--- config.mk ---
export PLATFORM = sky130hd
export DESIGN_NAME = tbd_ctrl
export DESIGN_NICKNAME = d
export VERILOG_FILES = /design/src/design/tbd_pkg.sv /design/src/design/tbd_ctrl.sv
export SDC_FILE = /design/constraint.sdc
export NUM_CORES = 1
export LEC_CHECK = 0
export BUFFER_PORTS_ARGS = -buffer_cell sky130_fd_sc_hd__buf_2
export CORE_UTILIZATION = 39
export CTS_BUF_LIST = sky130_fd_sc_hd__clkbuf_4 sky130_fd_sc_hd__clkbuf_8 sky130_fd_sc_hd__clkbuf_16
export DETAILED_ROUTE_END_ITERATION = 7
export PLACE_DENSITY = 0.84
export SLEW_MARGIN = 20
export SYNTH_ARGS = -nofsm -noshare
export SYNTH_HDL_FRONTEND = slang
export SYNTH_SLANG_ARGS = --single-unit
--- constraint.sdc ---
create_clock -name clock -period 1.8 [get_ports clock]
set_clock_uncertainty 0.15 [all_clocks]
set_input_delay 0.36 -clock clock [delete_from_list [all_inputs] [get_ports clock]]
set_output_delay 0.36 -clock clock [all_outputs]
set_load 0.005 [all_outputs]
--- src/design/tbd_pkg.sv ---
// Package for the thread block dispatcher: sizes, codes, FSM state type and
// the command/status structs between controller and datapath. No dependencies.
package tbd_pkg;

   localparam int MaxBlocks   = 64;
   localparam int MaxNodes    = 1024;
   localparam int MaxResident = 16;
   localparam int EventCap    = 32;

   localparam int BlkW  = 6;
   localparam int NodeW = 10;
   localparam int CycW  = 48;
   localparam int CntW  = 11;
   localparam int TotW  = 5;
   localparam int LimW  = 5;
   localparam int LatW  = 16;
   localparam int FifoW = 7;
   localparam int EvW   = 6;

   localparam logic [CntW-1:0] CountMax = 11'd2047;

   localparam logic CSR_MAX_RESIDENT     = 1'b0;
   localparam logic CSR_DISPATCH_LATENCY = 1'b1;

   localparam logic EV_DISPATCH = 1'b0;
   localparam logic EV_RETIRE   = 1'b1;

   typedef enum logic [1:0] {
      OP_LOAD  = 2'd0,
      OP_START = 2'd1,
      OP_DONE  = 2'd2,
      OP_TICK  = 2'd3
   } op_type;

   typedef enum logic [3:0] {
      ST_CLEAR,
      ST_IDLE,
      ST_LOAD_RD,
      ST_LOAD_WR,
      ST_DONE_RD,
      ST_DONE_MAP,
      ST_DONE_WR,
      ST_START_WALK,
      ST_TICK_RD,
      ST_TICK_EXEC,
      ST_DRAIN_RD,
      ST_DRAIN_EXEC,
      ST_FINISH
   } state_type;

   typedef struct packed {
      logic accept;
      logic clear_step;
      logic load_rd;
      logic load_wr;
      logic done_rd;
      logic done_map;
      logic done_wr;
      logic start_step;
      logic tick_rd;
      logic tick_step;
      logic drain_rd;
      logic drain_step;
      logic finish;
   } cmd_type;

   typedef struct packed {
      logic clear_last;
      logic start_hit;
      logic room;
      logic tick_hit;
      logic drain_go;
      logic drain_wait;
      logic walk_last;
      logic emit_block;
      logic finish_block;
   } status_type;

endpackage

--- src/design/tbd_ctrl.sv ---
// Sequencer of the thread block dispatcher.
// Depends on tbd_pkg for the state type and the command/status structs.
module tbd_ctrl (
   input  logic                clock,
   input  logic                reset,
   input  logic                req_valid,
   input  logic [1:0]          req_op,
   input  tbd_pkg::status_type status,
   output tbd_pkg::cmd_type    cmd,
   output logic                req_stall
);

   tbd_pkg::state_type state_ff, state_in;
   logic accept;

   assign req_stall = (state_ff != tbd_pkg::ST_IDLE);
   assign accept    = req_valid && !req_stall;

   always_ff @(posedge clock) begin
      if (reset) begin
         state_ff <= tbd_pkg::ST_CLEAR;
      end else begin
         state_ff <= state_in;
      end
   end

   // next state
   always_comb begin
      state_in = state_ff;
      unique case (state_ff)
         tbd_pkg::ST_CLEAR: begin
            if (status.clear_last) state_in = tbd_pkg::ST_IDLE;
         end
         tbd_pkg::ST_IDLE: begin
            if (accept) begin
               unique case (tbd_pkg::op_type'(req_op))
                  tbd_pkg::OP_LOAD:  state_in = tbd_pkg::ST_LOAD_RD;
                  tbd_pkg::OP_START: state_in = tbd_pkg::ST_START_WALK;
                  tbd_pkg::OP_DONE:  state_in = tbd_pkg::ST_DONE_RD;
                  tbd_pkg::OP_TICK:  state_in = tbd_pkg::ST_TICK_RD;
                  default:           state_in = tbd_pkg::ST_IDLE;
               endcase
            end
         end
         tbd_pkg::ST_LOAD_RD:  state_in = tbd_pkg::ST_LOAD_WR;
         tbd_pkg::ST_LOAD_WR:  state_in = tbd_pkg::ST_FINISH;
         tbd_pkg::ST_DONE_RD:  state_in = tbd_pkg::ST_DONE_MAP;
         tbd_pkg::ST_DONE_MAP: state_in = tbd_pkg::ST_DONE_WR;
         tbd_pkg::ST_DONE_WR:  state_in = tbd_pkg::ST_FINISH;
         tbd_pkg::ST_START_WALK: begin
            if (!(status.start_hit && status.room && status.emit_block) && status.walk_last)
               state_in = tbd_pkg::ST_FINISH;
         end
         tbd_pkg::ST_TICK_RD: state_in = tbd_pkg::ST_TICK_EXEC;
         tbd_pkg::ST_TICK_EXEC: begin
            if (!(status.tick_hit && status.emit_block)) begin
               state_in = status.walk_last ? tbd_pkg::ST_DRAIN_RD : tbd_pkg::ST_TICK_RD;
            end
         end
         tbd_pkg::ST_DRAIN_RD: begin
            state_in = status.drain_go ? tbd_pkg::ST_DRAIN_EXEC : tbd_pkg::ST_FINISH;
         end
         tbd_pkg::ST_DRAIN_EXEC: begin
            if (status.drain_wait) state_in = tbd_pkg::ST_FINISH;
            else if (!status.emit_block) state_in = tbd_pkg::ST_DRAIN_RD;
         end
         tbd_pkg::ST_FINISH: begin
            if (!status.finish_block) state_in = tbd_pkg::ST_IDLE;
         end
         default: state_in = tbd_pkg::ST_CLEAR;
      endcase
   end

   // commands
   always_comb begin
      cmd = '0;
      cmd.accept = accept;
      unique case (state_ff)
         tbd_pkg::ST_CLEAR:    cmd.clear_step = 1'b1;
         tbd_pkg::ST_IDLE:     ;
         tbd_pkg::ST_LOAD_RD:  cmd.load_rd = 1'b1;
         tbd_pkg::ST_LOAD_WR:  cmd.load_wr = 1'b1;
         tbd_pkg::ST_DONE_RD:  cmd.done_rd = 1'b1;
         tbd_pkg::ST_DONE_MAP: cmd.done_map = 1'b1;
         tbd_pkg::ST_DONE_WR:  cmd.done_wr = 1'b1;
         tbd_pkg::ST_START_WALK:
            cmd.start_step = !(status.start_hit && status.room && status.emit_block);
         tbd_pkg::ST_TICK_RD:  cmd.tick_rd = 1'b1;
         tbd_pkg::ST_TICK_EXEC:
            cmd.tick_step = !(status.tick_hit && status.emit_block);
         tbd_pkg::ST_DRAIN_RD: cmd.drain_rd = 1'b1;
         tbd_pkg::ST_DRAIN_EXEC:
            cmd.drain_step = !status.drain_wait && !status.emit_block;
         tbd_pkg::ST_FINISH:   cmd.finish = !status.finish_block;
         default: ;
      endcase
   end

endmodule

==> key figures <==
Timing
  – Worst Tran Pin Value: 436 ps
  – Slew HR: 0.709
  – Final setup violation count: 1
  – Final Hold Fails: 0
  – Hold slack final: 177 ps
  – RSZ-0062 raised after global routing: yes
  – Setup tns final: -6.22 ps
  – Setup WS post-layout: -6.22 ps
  – Max Clk Rate: 554 MHz
  – Post-layout min period: 1810 ps
  – Period Utilization, post-route: 1.00
  – Max-slew violation count: 0

Route
  – Vias per inst: 5.50
  – Final WL: 1780 um
  – DRC: 0
  – Avg WL per Cell: 13.9 um
  – Iter 0 DRT Violations: 26
  – Vias: 704
  – Post-route ant nets: 0
  – DR pass1 iterations: 4

Synth
  – Syn_nets: 90
  – Warnings from Yosys: 0
  – Synthesized instance count: 73
  – Post-synthesis instance area: 542 um^2
  – Post-synth cell types: 34
  – Most used DFF post-synth: dfxtp_1
  – Synthesized area per cell: 7.42 um^2
  – Sequential-to-total area share from yosys stat: 0.148
  – Number of flops mapped to enable cells by yosys: 0
  – Async S/R FF share, synth: 0
  – #FFs+latches synth: 4

Critical path
  – Crit Path Class: flop to output pin
  – Critical Path Source Type: flop
  – Worst path arrival time: 1300 ps
  – CP max FO: 5
  – CP peak stage delay: 360 ps
  – CP max-delay cell: dfxtp_4
  – CP required: 1290 ps
  – Crit-path cells: buf_4 > or2_2 > nor2_1 > buf_2
  – CP endpoint kind: output pin

Power and ir drop
  – Worst vdd ir: 431 uV
  – Leakage power: 0.420 nW
  – Pwr dens: 1110 mW/mm^2

Floorplan
  – Die area: 0.00154 mm^2
  – Row cnt: 13
  – IO Count: 28
  – Core ar.: 0.00130 mm^2
  – Die X: 39.3 um
  – Initial Utilization: 0.416
  – Die Span Y: 39.3 um

Run
  – Maxcap violations: 0

Clock network
  – CTS H-tree lvls: 1
  – Hold-fix buffers, CTS: 0
  – Clk sink count: 4
  – Clk buf depth: 2
  – Root Buffer: clkbuf_4
  – Clock-pin slew on the worst setup and hold paths: 30 ps
  – Latest clock arrival within the worst-skew pair: 250 ps
  – TritonCTS clock tree: built
  – Cts bufs inserted: 3

Layout
  – Number of nets in the layout: 132
  – Most flop-heavy register: state_ff
  – Commonest non-fill, non-tap cell in the layout: buf_2
  – N_diodes: 0
  – Largest regs: state_ff (4)
  – Syn-to-layout area delta: 58.9%
  – Final Util: 0.662
  – Largest register FFs: 4
  – Layout cell share with drive strength beyond 1: 0.593
  – Most frequent cells in the layout: 27 x buf_2, 12 x nor2_1, 12 x buf_4, 5 x nand2_1

Global routing
  – Gr usage total: 0.242
  – Pin count of the biggest net entering global routing: 10
  – Vias in the first global route: 601
  – Global route overflow: 0
  – Global-route wire length before repair: 2500 um
  – Initial antenna violation count: 0

Placed design
  – Gpl congestion: 0.906
  – DPL Wire Length: 1320 um
  – Port bufs: 27

Outcome
  – Status: finished with violations
  – Violated checks: setup timing

Worst hold path
  – Hold Path Class: primary input to flop
[layer usage]
metal | part of all wire | wire length (um) | vias up | GRT usage
li1 | - | - | 344 | -
met1 | 0.38 | 679 | 315 | 0.247
met2 | 0.54 | 969 | 41 | 0.454
met3 | 0.061 | 109 | 4 | 0.0568
met4 | 0.014 | 25 | 0 | 0.112
met5 | 0 | 0 | - | 0
[stage by stage]
stage / cells / setup WS (ps) / area, um^2 / total power [mW]
global placement: 120 / 72.8 / 739 / 0.686
CTS: 126 / -7.34 / 815 / 0.903
floorplan: 73 / 43.0 / 556 / 0.522
finish: 128 / -6.22 / 861 / 0.953
global route: 128 / -56.9 / 861 / 1.01
detailed placement: 120 / -9.93 / 739 / 0.704
[critical path, delay by kind of cell, from the launching register on]
family,cells,cell delay (ps)
buffers and inverters,2,250
DFF,1,360
and+or+nand+nor,2,430
[cells by family (layout without fill, tap and decap cells)]
| kind of cell | count (synthesis) | count (layout) | share of synthesized area |
|---|---|---|---|
| simple gates | 40 | 40 | 0.381 |
| fa+ha+maj | 3 | 3 | 0.0693 |
| flops | 4 | 4 | 0.148 |
| buf+inv | 8 | 48 | 0.0762 |
| mux | 3 | 3 | 0.0577 |
| compound gates | 15 | 15 | 0.268 |
[Yosys cell counts, drive strengths merged, types with 3 or more instances]
cell | n | area share
nor2 | 16 | 0.11
nand2 | 5 | 0.035
dfxtp | 4 | 0.15
inv | 4 | 0.028
nand2b | 4 | 0.055
a21oi | 3 | 0.035
ha | 3 | 0.069
or2 | 3 | 0.035
[final cells by class]
cell class                 instances  area, um^2
timing repair buffer              41         248
tap                               15        18.8
multi-input combinational         61         462
inverter                           4        15.0
fill                              96         440
sequential                         4        95.1
clock buffer                       3        22.5
[path summary, 6_finish.rpt]
path,startpoint,end,slack (ps),cells after the start
setup / recovery,state_ff[1],cmd[11],-6,4
hold / removal,reset,state_ff[1],180,2
setup reg to reg,state_ff[2],state_ff[2],10,7
hold reg to reg,state_ff[3],state_ff[2],520,2
[report_power, final]
group | internal (mW) | total, mW | switching, mW
Clock | 0.0749 | 0.116 | 0.0414
Combinational | 0.353 | 0.655 | 0.303
Sequential | 0.127 | 0.181 | 0.0542
Total | 0.554 | 0.953 | 0.398
[repair_timing]
action                                  4_1_cts  5_1_grt
cloned                                        0        0
pin swaps                                     4        6
setup buffers                                 4        2
endpoints found under the setup margin       11        9
resized for setup                            11        9
Power figures use the tool's default switching activity.
